===== src/rtl/ltc_pkg.sv =====
`timescale 1ns / 1ps
// ----------------------------------------------------------------------------
// ltc_pkg
// Shared constants, reserved word table and types of the token classifier.
// ----------------------------------------------------------------------------
package ltc_pkg;

  localparam int unsigned LengthLimitDef = 255;

  localparam int unsigned NumRsv  = 13;
  localparam int unsigned RsvMaxLen = 5;

  localparam logic [7:0] ChSpace = 8'd32;
  localparam logic [7:0] ChDot   = 8'h2e;
  localparam logic [7:0] ChZero  = 8'h30;
  localparam logic [7:0] ChNine  = 8'h39;
  localparam logic [7:0] ChLowA  = 8'h61;
  localparam logic [7:0] ChLowZ  = 8'h7a;
  localparam logic [7:0] ChUpA   = 8'h41;
  localparam logic [7:0] ChUpZ   = 8'h5a;

  typedef enum logic [3:0] {
    CLS_SUM   = 4'd0,
    CLS_TYPE  = 4'd1,
    CLS_MUL   = 4'd2,
    CLS_REL   = 4'd3,
    CLS_OR    = 4'd4,
    CLS_AND   = 4'd5,
    CLS_IDENT = 4'd6,
    CLS_INT   = 4'd7,
    CLS_REAL  = 4'd8,
    CLS_UNREC = 4'd9
  } token_class_e;

  localparam logic [7:0] RsvText [NumRsv][RsvMaxLen] = '{
    '{8'h2b, 8'h00, 8'h00, 8'h00, 8'h00},
    '{8'h2d, 8'h00, 8'h00, 8'h00, 8'h00},
    '{8'h69, 8'h6e, 8'h74, 8'h00, 8'h00},
    '{8'h66, 8'h6c, 8'h6f, 8'h61, 8'h74},
    '{8'h76, 8'h6f, 8'h69, 8'h64, 8'h00},
    '{8'h2a, 8'h00, 8'h00, 8'h00, 8'h00},
    '{8'h2f, 8'h00, 8'h00, 8'h00, 8'h00},
    '{8'h3c, 8'h00, 8'h00, 8'h00, 8'h00},
    '{8'h3c, 8'h3d, 8'h00, 8'h00, 8'h00},
    '{8'h3e, 8'h00, 8'h00, 8'h00, 8'h00},
    '{8'h3e, 8'h3d, 8'h00, 8'h00, 8'h00},
    '{8'h7c, 8'h7c, 8'h00, 8'h00, 8'h00},
    '{8'h26, 8'h26, 8'h00, 8'h00, 8'h00}
  };

  localparam logic [2:0] RsvLen [NumRsv] = '{
    3'd1, 3'd1, 3'd3, 3'd5, 3'd4, 3'd1, 3'd1, 3'd1, 3'd2, 3'd1, 3'd2, 3'd2, 3'd2
  };

  localparam token_class_e RsvCls [NumRsv] = '{
    CLS_SUM, CLS_SUM, CLS_TYPE, CLS_TYPE, CLS_TYPE, CLS_MUL, CLS_MUL,
    CLS_REL, CLS_REL, CLS_REL, CLS_REL, CLS_OR, CLS_AND
  };

  typedef struct packed {
    logic         hit;
    token_class_e cls;
    logic [7:0]   len;
  } scan_res_t;

endpackage


===== src/rtl/ltc_in_reg.sv =====
`timescale 1ns / 1ps
// ----------------------------------------------------------------------------
// ltc_in_reg
// Input register holding one character beat until the scanner takes it.
// ----------------------------------------------------------------------------
module ltc_in_reg (
  input  logic       clk_i,
  input  logic       rst_ni,
  input  logic       valid_i,
  output logic       ready_o,
  input  logic [7:0] char_i,
  input  logic       eol_i,
  input  logic       adv_i,
  output logic       valid_o,
  output logic [7:0] char_o,
  output logic       eol_o
);

  logic       valid_q, valid_d;
  logic [7:0] char_q;
  logic       eol_q;
  logic       load;

  assign ready_o = !valid_q || adv_i;
  assign load    = valid_i && ready_o;

  always_comb begin
    valid_d = valid_q;
    if (load) begin
      valid_d = 1'b1;
    end else if (adv_i) begin
      valid_d = 1'b0;
    end
  end

  always_ff @(posedge clk_i or negedge rst_ni) begin
    if (!rst_ni) begin
      valid_q <= 1'b0;
    end else begin
      valid_q <= valid_d;
    end
  end

  always_ff @(posedge clk_i) begin
    if (load) begin
      char_q <= char_i;
      eol_q  <= eol_i;
    end
  end

  assign valid_o = valid_q;
  assign char_o  = char_q;
  assign eol_o   = eol_q;

endmodule


===== src/rtl/ltc_scan.sv =====
`timescale 1ns / 1ps
// ----------------------------------------------------------------------------
// ltc_scan
// Token state (count, reserved candidates, shape flags) and close decision.
// ----------------------------------------------------------------------------
module ltc_scan #(
  parameter int unsigned LENGTH_LIMIT = ltc_pkg::LengthLimitDef
) (
  input  logic                clk_i,
  input  logic                rst_ni,
  input  logic                take_i,
  input  logic [7:0]          char_i,
  input  logic                eol_i,
  output ltc_pkg::scan_res_t  res_o
);
  import ltc_pkg::*;

  localparam int unsigned CntW = $clog2(LENGTH_LIMIT + 1);

  logic [CntW-1:0]   cnt_q, cnt_d, cnt_t;
  logic [NumRsv-1:0] cand_q, cand_d, cand_t;
  logic              id_q, int_q, real_q, dot_q;
  logic              id_d, int_d, real_d, dot_d;
  logic              id_t, int_t, real_t, dot_t;
  logic              is_space, is_dig, is_let, close;
  logic [16:0]       cnt_wide;
  logic              found;
  token_class_e      cls;

  assign is_space = (char_i == ChSpace);
  assign is_dig   = (char_i >= ChZero) && (char_i <= ChNine);
  assign is_let   = ((char_i >= ChLowA) && (char_i <= ChLowZ)) ||
                    ((char_i >= ChUpA) && (char_i <= ChUpZ));

  // state after taking the character
  always_comb begin
    for (int i = 0; i < NumRsv; i++) begin
      cand_t[i] = cand_q[i] && (cnt_q < CntW'(RsvLen[i])) &&
                  (RsvText[i][cnt_q < CntW'(RsvMaxLen) ? 3'(cnt_q) : 3'd0] == char_i);
    end
    id_t = id_q && ((cnt_q == '0) ? is_let : (is_let || is_dig));
    int_t = int_q && is_dig;
    real_t = real_q;
    dot_t = dot_q;
    if (char_i == ChDot) begin
      if (dot_q) begin
        real_t = 1'b0;
      end
      dot_t = 1'b1;
    end else if (!is_dig) begin
      real_t = 1'b0;
    end
    cnt_t = (cnt_q < CntW'(LENGTH_LIMIT)) ? cnt_q + 1'b1 : cnt_q;
  end

  // classify from the current or taken state
  always_comb begin
    logic [CntW-1:0]   c_cnt;
    logic [NumRsv-1:0] c_cand;
    logic              c_id, c_int, c_real, c_dot;
    c_cnt  = is_space ? cnt_q  : cnt_t;
    c_cand = is_space ? cand_q : cand_t;
    c_id   = is_space ? id_q   : id_t;
    c_int  = is_space ? int_q  : int_t;
    c_real = is_space ? real_q : real_t;
    c_dot  = is_space ? dot_q  : dot_t;
    found = 1'b0;
    cls   = CLS_UNREC;
    for (int i = 0; i < NumRsv; i++) begin
      if (!found && c_cand[i] && (c_cnt == CntW'(RsvLen[i]))) begin
        found = 1'b1;
        cls   = RsvCls[i];
      end
    end
    if (!found) begin
      if (c_id) begin
        cls = CLS_IDENT;
      end else if (c_int) begin
        cls = CLS_INT;
      end else if (c_real && c_dot) begin
        cls = CLS_REAL;
      end else begin
        cls = CLS_UNREC;
      end
    end
    cnt_wide = 17'(c_cnt);
  end

  assign close     = is_space ? (cnt_q != '0) : eol_i;
  assign res_o.hit = close;
  assign res_o.cls = cls;
  assign res_o.len = (cnt_wide > 17'd255) ? 8'hff : cnt_wide[7:0];

  always_comb begin
    cnt_d  = cnt_q;
    cand_d = cand_q;
    id_d   = id_q;
    int_d  = int_q;
    real_d = real_q;
    dot_d  = dot_q;
    if (take_i) begin
      if (is_space || eol_i) begin
        cnt_d  = '0;
        cand_d = '1;
        id_d   = 1'b1;
        int_d  = 1'b1;
        real_d = 1'b1;
        dot_d  = 1'b0;
      end else begin
        cnt_d  = cnt_t;
        cand_d = cand_t;
        id_d   = id_t;
        int_d  = int_t;
        real_d = real_t;
        dot_d  = dot_t;
      end
    end
  end

  always_ff @(posedge clk_i or negedge rst_ni) begin
    if (!rst_ni) begin
      cnt_q  <= '0;
      cand_q <= '1;
      id_q   <= 1'b1;
      int_q  <= 1'b1;
      real_q <= 1'b1;
      dot_q  <= 1'b0;
    end else begin
      cnt_q  <= cnt_d;
      cand_q <= cand_d;
      id_q   <= id_d;
      int_q  <= int_d;
      real_q <= real_d;
      dot_q  <= dot_d;
    end
  end

endmodule


===== src/rtl/lexical_token_classifier_core.sv =====
`timescale 1ns / 1ps
// ----------------------------------------------------------------------------
// lexical_token_classifier_core
// A closing beat passes the input register, then its result is registered.
// One character per cycle unless a closing beat waits on a full result slot.
// Reset clears the open token, the input register and the result register.
// Classifies space-separated tokens of a line and reports class and length.
// ----------------------------------------------------------------------------
module lexical_token_classifier_core #(
  parameter int unsigned LENGTH_LIMIT = ltc_pkg::LengthLimitDef
) (
  input  logic       clk_i,
  input  logic       rst_ni,
  input  logic       in_valid_i,
  output logic       in_ready_o,
  input  logic [7:0] char_code_i,
  input  logic       end_of_line_i,
  output logic       out_valid_o,
  input  logic       out_ready_i,
  output logic [3:0] token_class_o,
  output logic [7:0] token_length_o
);
  import ltc_pkg::*;

  logic         s1_valid, s1_eol, adv;
  logic [7:0]   s1_char;
  scan_res_t    res;
  logic         out_valid_q, out_valid_d;
  token_class_e cls_q;
  logic [7:0]   len_q;
  logic         out_load;

  ltc_in_reg u_in_reg (
    .clk_i   (clk_i),
    .rst_ni  (rst_ni),
    .valid_i (in_valid_i),
    .ready_o (in_ready_o),
    .char_i  (char_code_i),
    .eol_i   (end_of_line_i),
    .adv_i   (adv),
    .valid_o (s1_valid),
    .char_o  (s1_char),
    .eol_o   (s1_eol)
  );

  ltc_scan #(
    .LENGTH_LIMIT (LENGTH_LIMIT)
  ) u_scan (
    .clk_i  (clk_i),
    .rst_ni (rst_ni),
    .take_i (adv),
    .char_i (s1_char),
    .eol_i  (s1_eol),
    .res_o  (res)
  );

  // a beat with no result never waits for the result slot
  assign adv      = s1_valid && (!res.hit || !out_valid_q || out_ready_i);
  assign out_load = adv && res.hit;

  always_comb begin
    out_valid_d = out_valid_q;
    if (out_load) begin
      out_valid_d = 1'b1;
    end else if (out_ready_i) begin
      out_valid_d = 1'b0;
    end
  end

  always_ff @(posedge clk_i or negedge rst_ni) begin
    if (!rst_ni) begin
      out_valid_q <= 1'b0;
    end else begin
      out_valid_q <= out_valid_d;
    end
  end

  always_ff @(posedge clk_i) begin
    if (out_load) begin
      cls_q <= res.cls;
      len_q <= res.len;
    end
  end

  assign out_valid_o    = out_valid_q;
  assign token_class_o  = cls_q;
  assign token_length_o = len_q;

endmodule

===== config.mk =====
export PLATFORM = sky130hd
export DESIGN_NAME = lexical_token_classifier_core
export DESIGN_NICKNAME = d
export VERILOG_FILES = /design/src/rtl/ltc_pkg.sv /design/src/rtl/ltc_in_reg.sv /design/src/rtl/ltc_scan.sv /design/src/rtl/lexical_token_classifier_core.sv
export SDC_FILE = /design/constraint.sdc
export NUM_CORES = 1
export LEC_CHECK = 0
export ABC_AREA = 1
export BUFFER_PORTS_ARGS = -buffer_cell sky130_fd_sc_hd__clkbuf_2
export CORE_MARGIN = 2
export CORE_UTILIZATION = 40
export DETAILED_ROUTE_END_ITERATION = 7
export PLACE_DENSITY = 0.58
export SETUP_SLACK_MARGIN = 0.1
export SYNTH_ARGS = -nofsm -noshare
export SYNTH_HDL_FRONTEND = slang
export SYNTH_SLANG_ARGS = --single-unit

===== constraint.sdc =====
create_clock -name clk_i -period 9.95 [get_ports clk_i]
set_input_delay 0.995 -clock clk_i [delete_from_list [all_inputs] [get_ports clk_i]]
set_output_delay 0.995 -clock clk_i [all_outputs]
set_load 0.02 [all_outputs]

# Yosys cells after proc, flatten, opt, wreduce, memory -nomap -nowiden
# Memory sizes are Yosys's and may differ from the RTL's.
# Cells that the tools add are included.
# W data, S select, Z words.
classes:
  n_addsub: 1
  n_bitwise: 1
  n_lt_le_gt_ge: 14
  n_reduce_logical: 85
  mux: 80
  eq_ne: 20
op_table:
  columns: ["operator", "count"]
  rows:
  - ["$mux W8", 29]
  - ["$eq A8 B8 Y1", 13]
  - ["$mux W4", 16]
  - ["$logic_and A1 B1 Y1", 60]
  - ["$mux W1", 32]
  - ["$mux W13", 2]
  - ["$eq A8 B2 Y1 const B", 2]
  - ["$eq A8 B3 Y1 const B", 2]
  - ["$eq A8 B6 Y1 const B", 2]
  - ["$ge A8 B7 Y1 const B", 2]
  - ["$le A8 B7 Y1 const B", 2]
  - ["$lt A8 B2 Y1 const B", 2]
  - ["$lt A8 B3 Y1 const B", 2]
  - ["$logic_not A1 Y1", 15]
  - ["$add A8 B1 Y8 const B", 1]
  - ["$eq A8 B1 Y1 const B", 1]
  - ["$ge A8 B6 Y1 const B", 1]
  - ["$gt A8 B8 Y1 const B", 1]
  - ["$le A8 B6 Y1 const B", 1]
  - ["$logic_not A8 Y1", 1]
  - ["$lt A8 B1 Y1 const B", 1]
  - ["$lt A8 B8 Y1 const B", 1]
  - ["$reduce_bool A8 Y1", 1]
  - ["$logic_or A1 B1 Y1", 6]
  - ["4 further kinds", 5]
totals:
  word_cells: 226
  romBits: 832
  out_inout_bits: 14
  register_bits: 48
  mem_count: 13
mem_list:
  columns: ["memory", "depth", "word_bits", "read_ports", "rd_ports_with_merged_regs", "wr", "line_no", "text"]
  rows:
  - ["(name not given)", 8, 8, 1, 0, 0, "ltc_scan.sv:39", "(RsvText[i][cnt_q < CntW'(RsvMaxLen) ? 3'(cnt_q) : 3'd0] == char_i);"]
  - ["(name not given)", 8, 8, 1, 0, 0, "ltc_scan.sv:39", null]
  - ["(name not given)", 8, 8, 1, 0, 0, "ltc_scan.sv:39", null]
  - ["(name not given)", 8, 8, 1, 0, 0, "ltc_scan.sv:39", null]
  - ["(name not given)", 8, 8, 1, 0, 0, "ltc_scan.sv:39", null]
  - ["(name not given)", 8, 8, 1, 0, 0, "ltc_scan.sv:39", null]
  - ["+7 memories", null, null, null, null, null, null, null]

# Longest topological paths before layout
# Gate-level depths: netlist (run 1).
logic_depth:
  depth_word: 60
  depth_mapped: 26
  ltp_nobuf: 25

# Hierarchy
# A second synthesis (run 1) with hierarchy kept.
unflattened:
  hier_cells: 478
  area_unflattened_um2: 3487.1
by_module_without_submodules:
  columns: ["module", "cells_each", "area_per_inst_um2", "instances", "seq_area_each_um2"]
  rows:
  - ["ltc_scan", 440, 2746.4, 1, 645.6]
  - ["lexical_token_classifier_core", 23, 425.4, 1, 385.4]
  - ["ltc_in_reg", 15, 315.3, 1, 295.3]

# Worst setup path before layout (run 1)
# OpenSTA, ideal clock, no wires.
synth_path:
  path_type: "reg-to-reg"
  start: "register u_scan.cnt_q[0]"
  end: "register cls_q[1], in the netlist token_class_o[1] (data pin)"
  path_stages_with_launch: 24
  t_required_ns: 9.696
  period_less_slack_ns: 3.336
  arrival_time_ns: 3.082
  slack_ns: 6.614
  path_buffers: 1
  cell_sequence: "dfrtp_1 clkbuf_1 inv_1 ha_1 inv_1 a21oi_1 nand2_1 nor2_2 inv_1 ha_1 nand2_2 nand2_1 o21ai_0 nor2_1 nand2_1 nand3_1 nand2_2 nand3_1 nor2_2 nand4_4 nor2_4 o21ai_2 nand3_1 nand2_1"
synth_lines:
  columns: ["element", "line_no", "text"]
  rows:
  - ["start: declaration", "ltc_scan.sv:20", "logic [CntW-1:0] cnt_q, cnt_d, cnt_t;"]
  - ["start signal: assignment", "ltc_scan.sv:129", "cnt_q <= cnt_d;"]
  - ["end signal: assignment", "lexical_token_classifier_core.sv:80", "cls_q <= res.cls;"]
  - ["end: declaration", "lexical_token_classifier_core.sv:29", "token_class_e cls_q;"]

==> impl_results.md, run 1 <==
* Post-synth ARST share at 56.3%
* Mean Syn Cell Area at 7.37 sq um
* Critical path class: flop to flop
* Resize count post-CTS at 0
* Crit-path cells: inv_1 -> ha_1 -> inv_1 -> a21oi_1 -> nand2_1 -> nor2_2 -> inv_1 -> ha_1 -> nand2_2 -> nand2_1 -> o21ai_0 -> nor2_1 -> nand2_1 -> nand3_1 -> nand2_2 -> nand3_1 -> nor2_2 -> nand4_4 -> nor2_4 -> o21ai_2 -> nand3_1 -> nand2_1
* Worst Path Arrival at 4.16 ns
* PortBufs at 26
* Root Buffer Master: clkbuf_8
* Hold path depth at 2
* Commonest non-fill, non-tap cells in the layout: nand2_1 (131), inv_1 (52), nor2_1 (43)
* # fillers at 879
* Hold Path Origin: u_scan.int_q$_DFFE_PN1P_
* Synth Cell Area at 3560 sq um
* Post-placement cell count at 601
* Gr usage total at 19.4%
* Worst r2r src: u_scan.cnt_q[1]$_DFFE_PN0P_
* Fin crit share at 41.2%
* Register area at 1330 sq um
* DIE HEIGHT at 98.3 um
* Worst path most repeated cell: nand2_1
* Layout Nets at 520
* Largest stage delay, worst path at 0.52 ns
* Ys flop type: edfxtp_1
* Syn Inst Count at 483
* Number of global-route vias before repair at 3,014
* Reg clk slew, reported paths at 0.10 ns
* Commonest non-fill, non-tap cell in the layout: nand2_1
* Crit start category: flop
* Worst VDD drop at 0.0000662 V
* CP required at 10.01 ns
* Slew of the pin with the lowest slew margin at 0.989 ns
* Worst slew margin at 34.0%
* Die area at 9670 sq um
* Via density at 5.38
* Max-slew violation count at 0
* Area growth syn-to-layout at 7.59%
* Router iterations before antenna repair at 5
* Ratio of cells with drive above 1 in the final layout at 20.0%
* # rows at 34
* Tot Pwr at 0.600 mW
* # setup viols final at 0
* WHS at 0.508 ns
* TritonCTS Buffers at 5
* RSZ-0062 raised after global routing: no
* Synth unique cells at 40
* Fmax at 244 MHz
* Sequential area share after synthesis at 37.3%
* GP Congestion at 0.933
* Largest net degree at the start of global routing at 28
* CTS Hold Bufs at 0
* Endpoints failing hold at 0
* DP Wirelength at 7.11 mm
* Inserted Diodes at 0
* Yosys reg bits at 48
* Syn nets at 503
* Area of the multi-input gates at 1880 sq um
* DRC Markers at 0
* FF-to-FF path depth at 22
* Initial Util at 41.0%
* Outcome: complete, no violations
* CP endpoint kind: flop
* Antenna violation net count after detailed routing at 0
* Post-synth EDFFs at 21
* Area of all placed cells without fillers at 3830 sq um
* Max Cap Viol at 0
* Clk_lat worst skew at 0.30 ns
* Post-CTS Setup Bufs at 0
* Worst-path fanout max at 8
* Period minus WS final at 4.10 ns
* CTS Sinks at 48
* Power per cell area at 157 nW/um^2
* Initial DRC Count at 235
* I/O Pins at 27
* CTS Buffer Depth at 2
* Chip width at 98.3 um
* Reg2reg end: token_class_o[1]$_DFFE_PP_
* Setup Skew at 0.00912 ns
* Crit path max-delay cell type: dfrtp_1
* First-pass GRT wire length at 15.2 mm
* Initial antenna violation count at 0
* Post-DP Area at 3700 sq um
* HP Class: flop to flop
* Non-filler cells, final at 609
* LEAKAGE at 1.83 nW
* DRT Wirelength at 9.21 mm
* Avg WL per Cell at 15.1 um
* WHS Endpoint: u_scan.int_q$_DFFE_PN1P_
* Reg2Reg Setup Slack at 5.85 ns
* CTS tree: done
* CORE AREA at 8680 sq um
* Grt total ovfl at 0
* CTS H-Tree Depth at 2
* Total number of vias at 3,275
* Final TNS setup at 0 ns
* Ys Warns at 0
-- logic make-up after synthesis --
kind of cell / synth area share, %
compound gates: 12.0
buf+inv: 9.99
simple gates: 37.3
fa+ha+maj: 2.46
flops: 37.3
xor+xnor: 0.985
-- where the power goes --
part           switching, mW  leakage (nW)  internal (mW)
clock                 0.0681        0.0636         0.0904
sequential            0.0190         0.514          0.233
combinational          0.131          1.25         0.0586
-- worst max-delay path: cells and delay by family, from the launching register on --
kind,cells,cell delay [ns]
AOI/OAI and AO/OA,3,0.48
buffers and inverters,3,0.41
and+or+nand+nor,14,1.87
adders and majority gates,2,0.57
DFF,1,0.52
-- per-layer routing --
layer	up-vias	track usage (%)	wire, um
met4	0	5.16	228
met2	139	31.6	4190
li1	1621	-	-
met1	1493	27.2	4240
met3	22	2.72	546
met5	-	0	0
-- worst max path at each step --
stage	startpoint	to	slack [ns]
after floorplan	u_scan.cnt_q[0]$_DFFE_PN0P_	token_class_o[1]$_DFFE_PP_	6.61
after global placement	u_scan.cnt_q[1]$_DFFE_PN0P_	token_class_o[1]$_DFFE_PP_	5.96
after detailed placement	u_scan.cnt_q[1]$_DFFE_PN0P_	token_class_o[2]$_DFFE_PP_	5.92
after CTS	u_scan.cnt_q[1]$_DFFE_PN0P_	token_class_o[2]$_DFFE_PP_	5.89
after global routing	u_scan.cnt_q[1]$_DFFE_PN0P_	token_class_o[0]$_DFFE_PP_	5.47
final	u_scan.cnt_q[1]$_DFFE_PN0P_	token_class_o[1]$_DFFE_PP_	5.85
-- synth_stat cells, types with 3 or more instances --
cell type	number	share of area [%]
o22ai_1	3	0.53
clkbuf_1	5	0.53
nand3_1	42	5.9
nor2_1	44	4.6
nand3_2	4	1.1
o21ai_1	5	0.70
buf_6	7	2.2
o21ai_0	30	4.2
nor2_2	8	1.4
inv_1	52	5.5
edfxtp_1	21	18
a21oi_1	14	2.0
nand2_2	12	2.1
inv_2	8	0.84
buf_4	3	0.63
nand4_1	12	2.1
dfrtp_1	11	7.7
o211ai_1	4	0.84
xor2_1	3	0.74
nor3_1	5	0.70
nand2_1	131	14
dfstp_2	16	12
a22oi_1	8	1.7
nor2_4	7	2.2
o21ai_2	3	0.74
ha_1	7	2.5
-- cell type report --
type	count	share of cell area, %
Clock buffer	7	2.55
Multi-Input combinational cell	358	49.1
Inverter	61	6.01
Timing Repair Buffer	26	3.40
Tap cell	108	3.53
Sequential cell	48	34.6
Clock inverter	1	0.784
-- state kept, by name, indices dropped and copies added (netlist names), 4 cells and up --
| signal | cells |
|---|---|
| token_class_o | 4 |
| token_length_o | 8 |
| u_in_reg.char_o | 8 |
| u_scan.cand_q | 13 |
| u_scan.cnt_q | 8 |
-- through the flow --
step / worst slack, ns / utilization (%)
5_1_grt: 5.47 / 44.1
2_1_floorplan: 6.61 / -
3_5_place_dp: 5.92 / 42.6
6_report: 5.85 / 44.1
4_1_cts: 5.89 / 44.1
3_3_place_gp: 5.96 / 42.6
No activity file was read; power rests on OpenSTA's default activity.
==> run 2, diff against run 1 <==
--- a/config.mk
+++ b/config.mk
@@ -10,7 +10,7 @@
 export CORE_MARGIN = 2
 export CORE_UTILIZATION = 40
 export DETAILED_ROUTE_END_ITERATION = 7
-export PLACE_DENSITY = 0.58
+export PLACE_DENSITY = 0.6
 export SETUP_SLACK_MARGIN = 0.1
 export SYNTH_ARGS = -nofsm -noshare
 export SYNTH_HDL_FRONTEND = slang
==> constraint.sdc (replaced) <==
create_clock -name clk_i -period 3.73 [get_ports clk_i]
set_input_delay 0.373 -clock clk_i [delete_from_list [all_inputs] [get_ports clk_i]]
set_output_delay 0.373 -clock clk_i [all_outputs]
set_load 0.02 [all_outputs]
==> impl_results.md, run 2 (synthesis results as in run 1) <==
* Layout Nets at 540 (+3.8%)
* Final TNS setup at 0 ns (unchanged)
* Power per cell area at 400 nW/um^2 (+160%)
* CTS Buffer Depth at 2 (unchanged)
* Post-placement cell count at 616 (+2.5%)
* Worst-path fanout max at 5 (-3)
* Max Cap Viol at 0 (unchanged)
* Crit start category: flop
* Root Buffer Master: clkbuf_8
* Commonest non-fill, non-tap cell in the layout: nand2_1
* Worst path most repeated cell: nand2_1
* Largest register FFs at 13 (unchanged)
* Inserted Diodes at 0 (unchanged)
* Avg WL per Cell at 14.4 um (-4.8%)
* # setup viols final at 0 (unchanged)
* Number of global-route vias before repair at 2,994 (-0.66%)
* I/O Pins at 27 (unchanged)
* HP Class: input pin to async pin
* Area growth syn-to-layout at 11.7%
* CP required at 3.80 ns (-6.21 ns)
* Grt total ovfl at 0 (unchanged)
* CTS Hold Bufs at 0 (unchanged)
* Commonest non-fill, non-tap cells in the layout: nand2_1 (130), inv_1 (51), nor2_1 (43)
* CTS Sinks at 48 (unchanged)
* Reg with most FFs: u_scan.cand_q
* PortBufs at 26 (unchanged)
* FF-to-FF path depth at 23 (+4.5%)
* Total number of vias at 3,329 (+1.6%)
* # fillers at 906 (+3.1%)
* Via density at 5.29 (-1.6%)
* Outcome: complete, no violations
* Clk_lat worst skew at 0.31 ns (about the same)
* Fin crit share at 90.2% (+49 points)
* Largest net degree at the start of global routing at 28 (unchanged)
* Critical path class: flop to flop
* Worst Path Arrival at 3.43 ns (-0.73 ns)
* CTS H-Tree Depth at 2 (unchanged)
* Non-filler cells, final at 629 (+3.3%)
* TritonCTS Buffers at 5 (unchanged)
* Crit-path cells: inv_2 -> ha_1 -> inv_1 -> a21oi_2 -> nand2_2 -> nor2_4 -> inv_1 -> ha_2 -> nand2_1 -> nand2_1 -> nand2_1 -> nor2_1 -> nand3_1 -> nand2_1 -> nand2_1 -> nand2_1 -> nor2_1 -> o211ai_2 -> nand4_4 -> nor2_4 -> o21ai_2 -> nand3_1 -> nand2_1
* Setup Skew at 0.00889 ns (-0.000227 ns)
* Die area at 9670 sq um (unchanged)
* Worst VDD drop at 0.000197 V (+200%)
* Largest stage delay, worst path at 0.40 ns (-0.12 ns)
* Worst slew margin at 49.4% (+15 points)
* Reg clk slew, reported paths at 0.09 ns (about the same)
* DP Wirelength at 6.77 mm (-4.9%)
* DIE HEIGHT at 98.3 um (unchanged)
* CORE AREA at 8680 sq um (unchanged)
* Endpoints failing hold at 0 (unchanged)
* Gr usage total at 19.2% (-0.25 points)
* Crit path max-delay cell type: dfrtp_1
* GP Congestion at 0.944 (+1.2%)
* Initial DRC Count at 350 (+49%)
* Router iterations before antenna repair at 5 (unchanged)
* Max-slew violation count at 0 (unchanged)
* Slew of the pin with the lowest slew margin at 0.759 ns (-0.230 ns)
* Reg2reg end: token_class_o[1]$_DFFE_PP_
* Fmax at 297 MHz (+22%)
* DRT Wirelength at 9.05 mm (-1.7%)
* Antenna violation net count after detailed routing at 0 (unchanged)
* Worst r2r src: u_scan.cnt_q[0]$_DFFE_PN0P_
* Chip width at 98.3 um (unchanged)
* LEAKAGE at 1.92 nW (+4.9%)
* Initial antenna violation count at 0 (unchanged)
* Reg2Reg Setup Slack at 0.37 ns (-5.49 ns)
* DRC Markers at 0 (unchanged)
* CP endpoint kind: flop
* Initial Util at 41.0% (unchanged)
* RSZ-0062 raised after global routing: no
* Post-layout util at 45.8% (+1.7 points)
* Ratio of cells with drive above 1 in the final layout at 23.6% (+3.6 points)
* Period minus WS final at 3.36 ns (-0.733 ns)
* # rows at 34 (unchanged)
* First-pass GRT wire length at 15.0 mm (-1.8%)
* CTS tree: done
run 2: stage by stage:
stage / power, mW / area [sq um] / hold WS, ns / setup WS [ns]
floorplan: 1.05 / 3560 / 0.0774 / 0.394
global placement: 1.18 / 3810 / 0.471 / 0.317
finish: 1.59 / 3980 / 0.114 / 0.367
detailed placement: 1.18 / 3810 / 0.478 / 0.157
global route: 1.70 / 3980 / 0.166 / 0.0758
CTS: 1.57 / 3920 / 0.143 / 0.133
run 2: final cells by class:
cell class | count | area, sq um | area share, %
sequential | 48 | 1330 | 33.4
inverter | 61 | 230 | 5.79
timing repair buffer | 46 | 280 | 7.05
clock buffer | 7 | 76.3 | 1.92
multi-input combinational | 358 | 1900 | 47.7
tap | 108 | 135 | 3.40
clock inverter | 1 | 30.0 | 0.755
run 2: worst max-delay path by stage:
| stage | start | to | slack (ns) | cells past startpoint |
|---|---|---|---|---|
| final | u_scan.cnt_q[0]$_DFFE_PN0P_ | token_class_o[1]$_DFFE_PP_ | 0.37 | 23 |
| after global routing | u_scan.cnt_q[1]$_DFFE_PN0P_ | token_class_o[2]$_DFFE_PP_ | 0.08 | 22 |
| after CTS | u_scan.cnt_q[0]$_DFFE_PN0P_ | token_class_o[1]$_DFFE_PP_ | 0.13 | 22 |
| after detailed placement | u_scan.cnt_q[0]$_DFFE_PN0P_ | token_class_o[1]$_DFFE_PP_ | 0.16 | 22 |
| after global placement | u_scan.cnt_q[0]$_DFFE_PN0P_ | token_class_o[1]$_DFFE_PP_ | 0.32 | 22 |
| after floorplan | u_scan.cnt_q[0]$_DFFE_PN0P_ | token_class_o[1]$_DFFE_PP_ | 0.39 | 23 |
run 2: repair_timing:
| item | CTS | global route |
|---|---|---|
| resized for setup | 0 | 8 |
| setup endpoints to repair | 0 | 4 |
| setup buffers | 0 | 5 |
| endpoints found under the hold margin | 0 | 0 |
run 2: layer usage:
layer / part of all wire (%) / GRT usage [%]
met5: 0 / 0
met4: 0.83 / 4.53
met3: 6.7 / 2.86
met2: 45 / 29.5
met1: 47 / 28.5
run 2: critical path, delay by kind of cell, from the launching register on:
kind | cells | cell delay [ns]
adders and majority gates | 2 | 0.52
DFF | 1 | 0.40
and+or+nand+nor | 15 | 1.61
AOI/OAI and AO/OA | 3 | 0.37
buffers and inverters | 3 | 0.22
run 2: where the power goes:
group,internal (mW),leakage [nW],total (mW),switching (mW)
Combinational,0.189,1.35,0.556,0.368
Sequential,0.620,0.514,0.648,0.0277
Clock,0.201,0.0524,0.386,0.185
==> run 3, diff against run 2 <==
--- a/config.mk
+++ b/config.mk
@@ -8,9 +8,9 @@
 export ABC_AREA = 1
 export BUFFER_PORTS_ARGS = -buffer_cell sky130_fd_sc_hd__clkbuf_2
 export CORE_MARGIN = 2
-export CORE_UTILIZATION = 40
+export CORE_UTILIZATION = 55
 export DETAILED_ROUTE_END_ITERATION = 7
-export PLACE_DENSITY = 0.6
+export PLACE_DENSITY = 0.78
 export SETUP_SLACK_MARGIN = 0.1
 export SYNTH_ARGS = -nofsm -noshare
 export SYNTH_HDL_FRONTEND = slang
==> impl_results.md, run 3 (synthesis results as in run 1) <==
* Largest net degree at the start of global routing at 28 (unchanged)
* Final WS setup at 0.353 ns (-0.0141 ns)
* RSZ-0062 raised after global routing: no
* Initial DRC Count at 232 (-34%)
* Area of the multi-input gates at 1900 sq um (+0.20%)
* CP required at 3.81 ns (about the same)
* Clk_lat worst skew at 0.31 ns (about the same)
* Crit path max-delay cell type: dfrtp_1
* Crit start category: flop
* Slew of the pin with the lowest slew margin at 0.751 ns (-0.00730 ns)
* Tot Pwr at 1.61 mW (+1.1%)
* Total number of vias at 3,386 (+1.7%)
* CTS tree: done
* CTS Sinks at 48 (unchanged)
* Initial Util at 56.4% (+15 points)
* Outcome: complete, no violations
* Layout Nets at 535 (-0.93%)
* Antenna violation net count after detailed routing at 0 (unchanged)
* Critical path class: flop to flop
* Die area at 7130 sq um (-26%)
* Period minus WS final at 3.38 ns (+0.0141 ns)
* Worst-path fanout max at 6 (+1)
* CTS H-Tree Depth at 2 (unchanged)
* Ratio of cells with drive above 1 in the final layout at 23.6% (+0.035 points)
* LEAKAGE at 1.91 nW (-0.67%)
* CTS Hold Bufs at 0 (unchanged)
* Commonest non-fill, non-tap cells in the layout: nand2_1 (130), inv_1 (51), nor2_1 (43)
* CORE AREA at 6310 sq um (-27%)
* Reg with most FFs: u_scan.cand_q
* Via density at 5.71 (+7.9%)
* Router iterations before antenna repair at 5 (unchanged)
* First-pass GRT wire length at 15.4 mm (+3.0%)
* Largest stage delay, worst path at 0.39 ns (about the same)
* Area growth syn-to-layout at 10.3%
* GP Congestion at 0.943 (about the same)
* Inserted Diodes at 0 (unchanged)
* Avg WL per Cell at 15.7 um (+9.0%)
* Max-slew violation count at 0 (unchanged)
* CTS Buffer Depth at 2 (unchanged)
* TritonCTS Buffers at 5 (unchanged)
* Grt total ovfl at 0 (unchanged)
* Worst slew margin at 49.9% (+0.49 points)
* # rows at 29 (-15%)
* Commonest non-fill, non-tap cell in the layout: nand2_1
* Worst path most repeated cell: nand2_1
* Reg2Reg Setup Slack at 0.35 ns (about the same)
* Gr usage total at 26.8% (+7.7 points)
* Setup Skew at 0.0153 ns (+0.00639 ns)
* Root Buffer Master: clkbuf_8
* Number of global-route vias before repair at 3,192 (+6.6%)
* # fillers at 605 (-33%)
* DRT Wirelength at 9.30 mm (+2.7%)
* # setup viols final at 0 (unchanged)
* PortBufs at 26 (unchanged)
* Register area at 1330 sq um (about the same)
* Worst Path Arrival at 3.45 ns (+0.02 ns)
* DP Wirelength at 7.14 mm (+5.6%)
* Worst slack at placement at 0.112 ns (-0.0453 ns)
* Power per cell area at 409 nW/um^2 (+2.3%)
* Non-filler cells, final at 593 (-5.7%)
* DIE HEIGHT at 84.4 um (-14%)
* Final TNS setup at 0 ns (unchanged)
* Max Cap Viol at 0 (unchanged)
* Fin crit share at 90.5% (+0.38 points)
* CP endpoint kind: flop
* Post-placement cell count at 581 (-5.7%)
* Chip width at 84.4 um (-14%)
* CP Buf/Inv Count at 3 (unchanged)
* Initial antenna violation count at 0 (unchanged)
* Crit-path leading delay family: simple AND/OR/NAND/NOR gates
* I/O Pins at 27 (unchanged)
* DRC Markers at 0 (unchanged)
* Reg clk slew, reported paths at 0.11 ns (+0.02 ns)
* Endpoints failing hold at 0 (unchanged)
* Worst VDD drop at 0.000235 V (+19%)
* HP Class: input pin to async pin
* Fmax at 296 MHz (-0.42%)
* Largest register FFs at 13 (unchanged)
* Crit-path cells: inv_2 -> ha_1 -> inv_1 -> a21oi_2 -> nand2_2 -> nor2_4 -> inv_1 -> ha_2 -> nand2_1 -> nand2_1 -> nand2_1 -> nor2_1 -> nand3_1 -> nand2_1 -> nand2_1 -> nand2_1 -> nor2_1 -> o211ai_2 -> nand4_4 -> nor2_4 -> o21ai_2 -> nand3_1 -> nand2_1
## run 3: cell count changes in the layout (fill, tap and decap cells not counted)
cell	before	now
bufinv_16	1	0
dfrtp_1	11	10
buf_4	20	15
clkbuf_16	0	2
o21ai_2	3	4
clkbuf_1	2	0
inv_6	0	1
dfrtp_2	0	1
o21ai_1	6	5
## run 3: power breakdown
part	leakage (nW)	internal, mW	switching (mW)
registers	0.512	0.621	0.0332
logic	1.33	0.186	0.362
clock network	0.0651	0.216	0.189
total	1.91	1.02	0.583
## run 3: final timing paths
path | startpoint | to | cells after the start
setup / recovery | u_scan.cnt_q[0]$_DFFE_PN0P_ | token_class_o[1]$_DFFE_PP_ | 23
hold / removal | rst_ni | u_scan.cnt_q[0]$_DFFE_PN0P_ | 1
setup reg to reg | u_scan.cnt_q[0]$_DFFE_PN0P_ | token_class_o[1]$_DFFE_PP_ | 23
hold reg to reg | u_scan.int_q$_DFFE_PN1P_ | u_scan.int_q$_DFFE_PN1P_ | 2
max in group asynchronous | rst_ni | u_scan.cnt_q[1]$_DFFE_PN0P_ | 1
min in group clk_i | end_of_line_i | u_in_reg.eol_o$_DFFE_PP_ | 1
## run 3: through the flow
stage               util [%]  instance area, sq um  hold slack (ns)
finish                  62.2                  3930            0.114
global route            62.2                  3930            0.164
CTS                     61.3                  3870            0.137
detailed placement      59.3                  3740            0.465
global placement        59.3                  3740            0.464
floorplan                  -                  3560           0.0774
## run 3: layout make-up
class                           count  share of cell area [%]
Inverter                           61                    5.86
Tap cell                           77                    2.45
Clock buffer                        7                    3.03
Timing Repair Buffer               41                    6.18
Sequential cell                    48                    33.8
Multi-Input combinational cell    358                    48.4
Clock inverter                      1                   0.223
## run 3: timing repair
action	in CTS	in global routing
endpoints found under the setup margin	0	4
setup buffers	0	4
resized for setup	0	10
## run 3: layer usage
metal / global-route usage [%] / vias up / part of all wire, %
met1: 37.8 / 1604 / 46
met4: 7.65 / 0 / 1.8
met3: 3.34 / 13 / 5.6
met5: 0 / - / 0
li1: - / 1655 / -
met2: 43.9 / 114 / 47
## run 3: worst register-to-register path: stages, from the launching register on
cell and delay, ns:
dfrtp_1 0.39, inv_2 0.12, ha_1 0.20, inv_1 0.06, a21oi_2 0.18, nand2_2 0.14
nor2_4 0.16, inv_1 0.08, ha_2 0.33, nand2_1 0.11, nand2_1 0.09, nand2_1 0.06
nor2_1 0.11, nand3_1 0.14, nand2_1 0.12, nand2_1 0.06, nand2_1 0.06, nor2_1 0.06
o211ai_2 0.11, nand4_4 0.14, nor2_4 0.15, o21ai_2 0.09, nand3_1 0.11, nand2_1 0.07
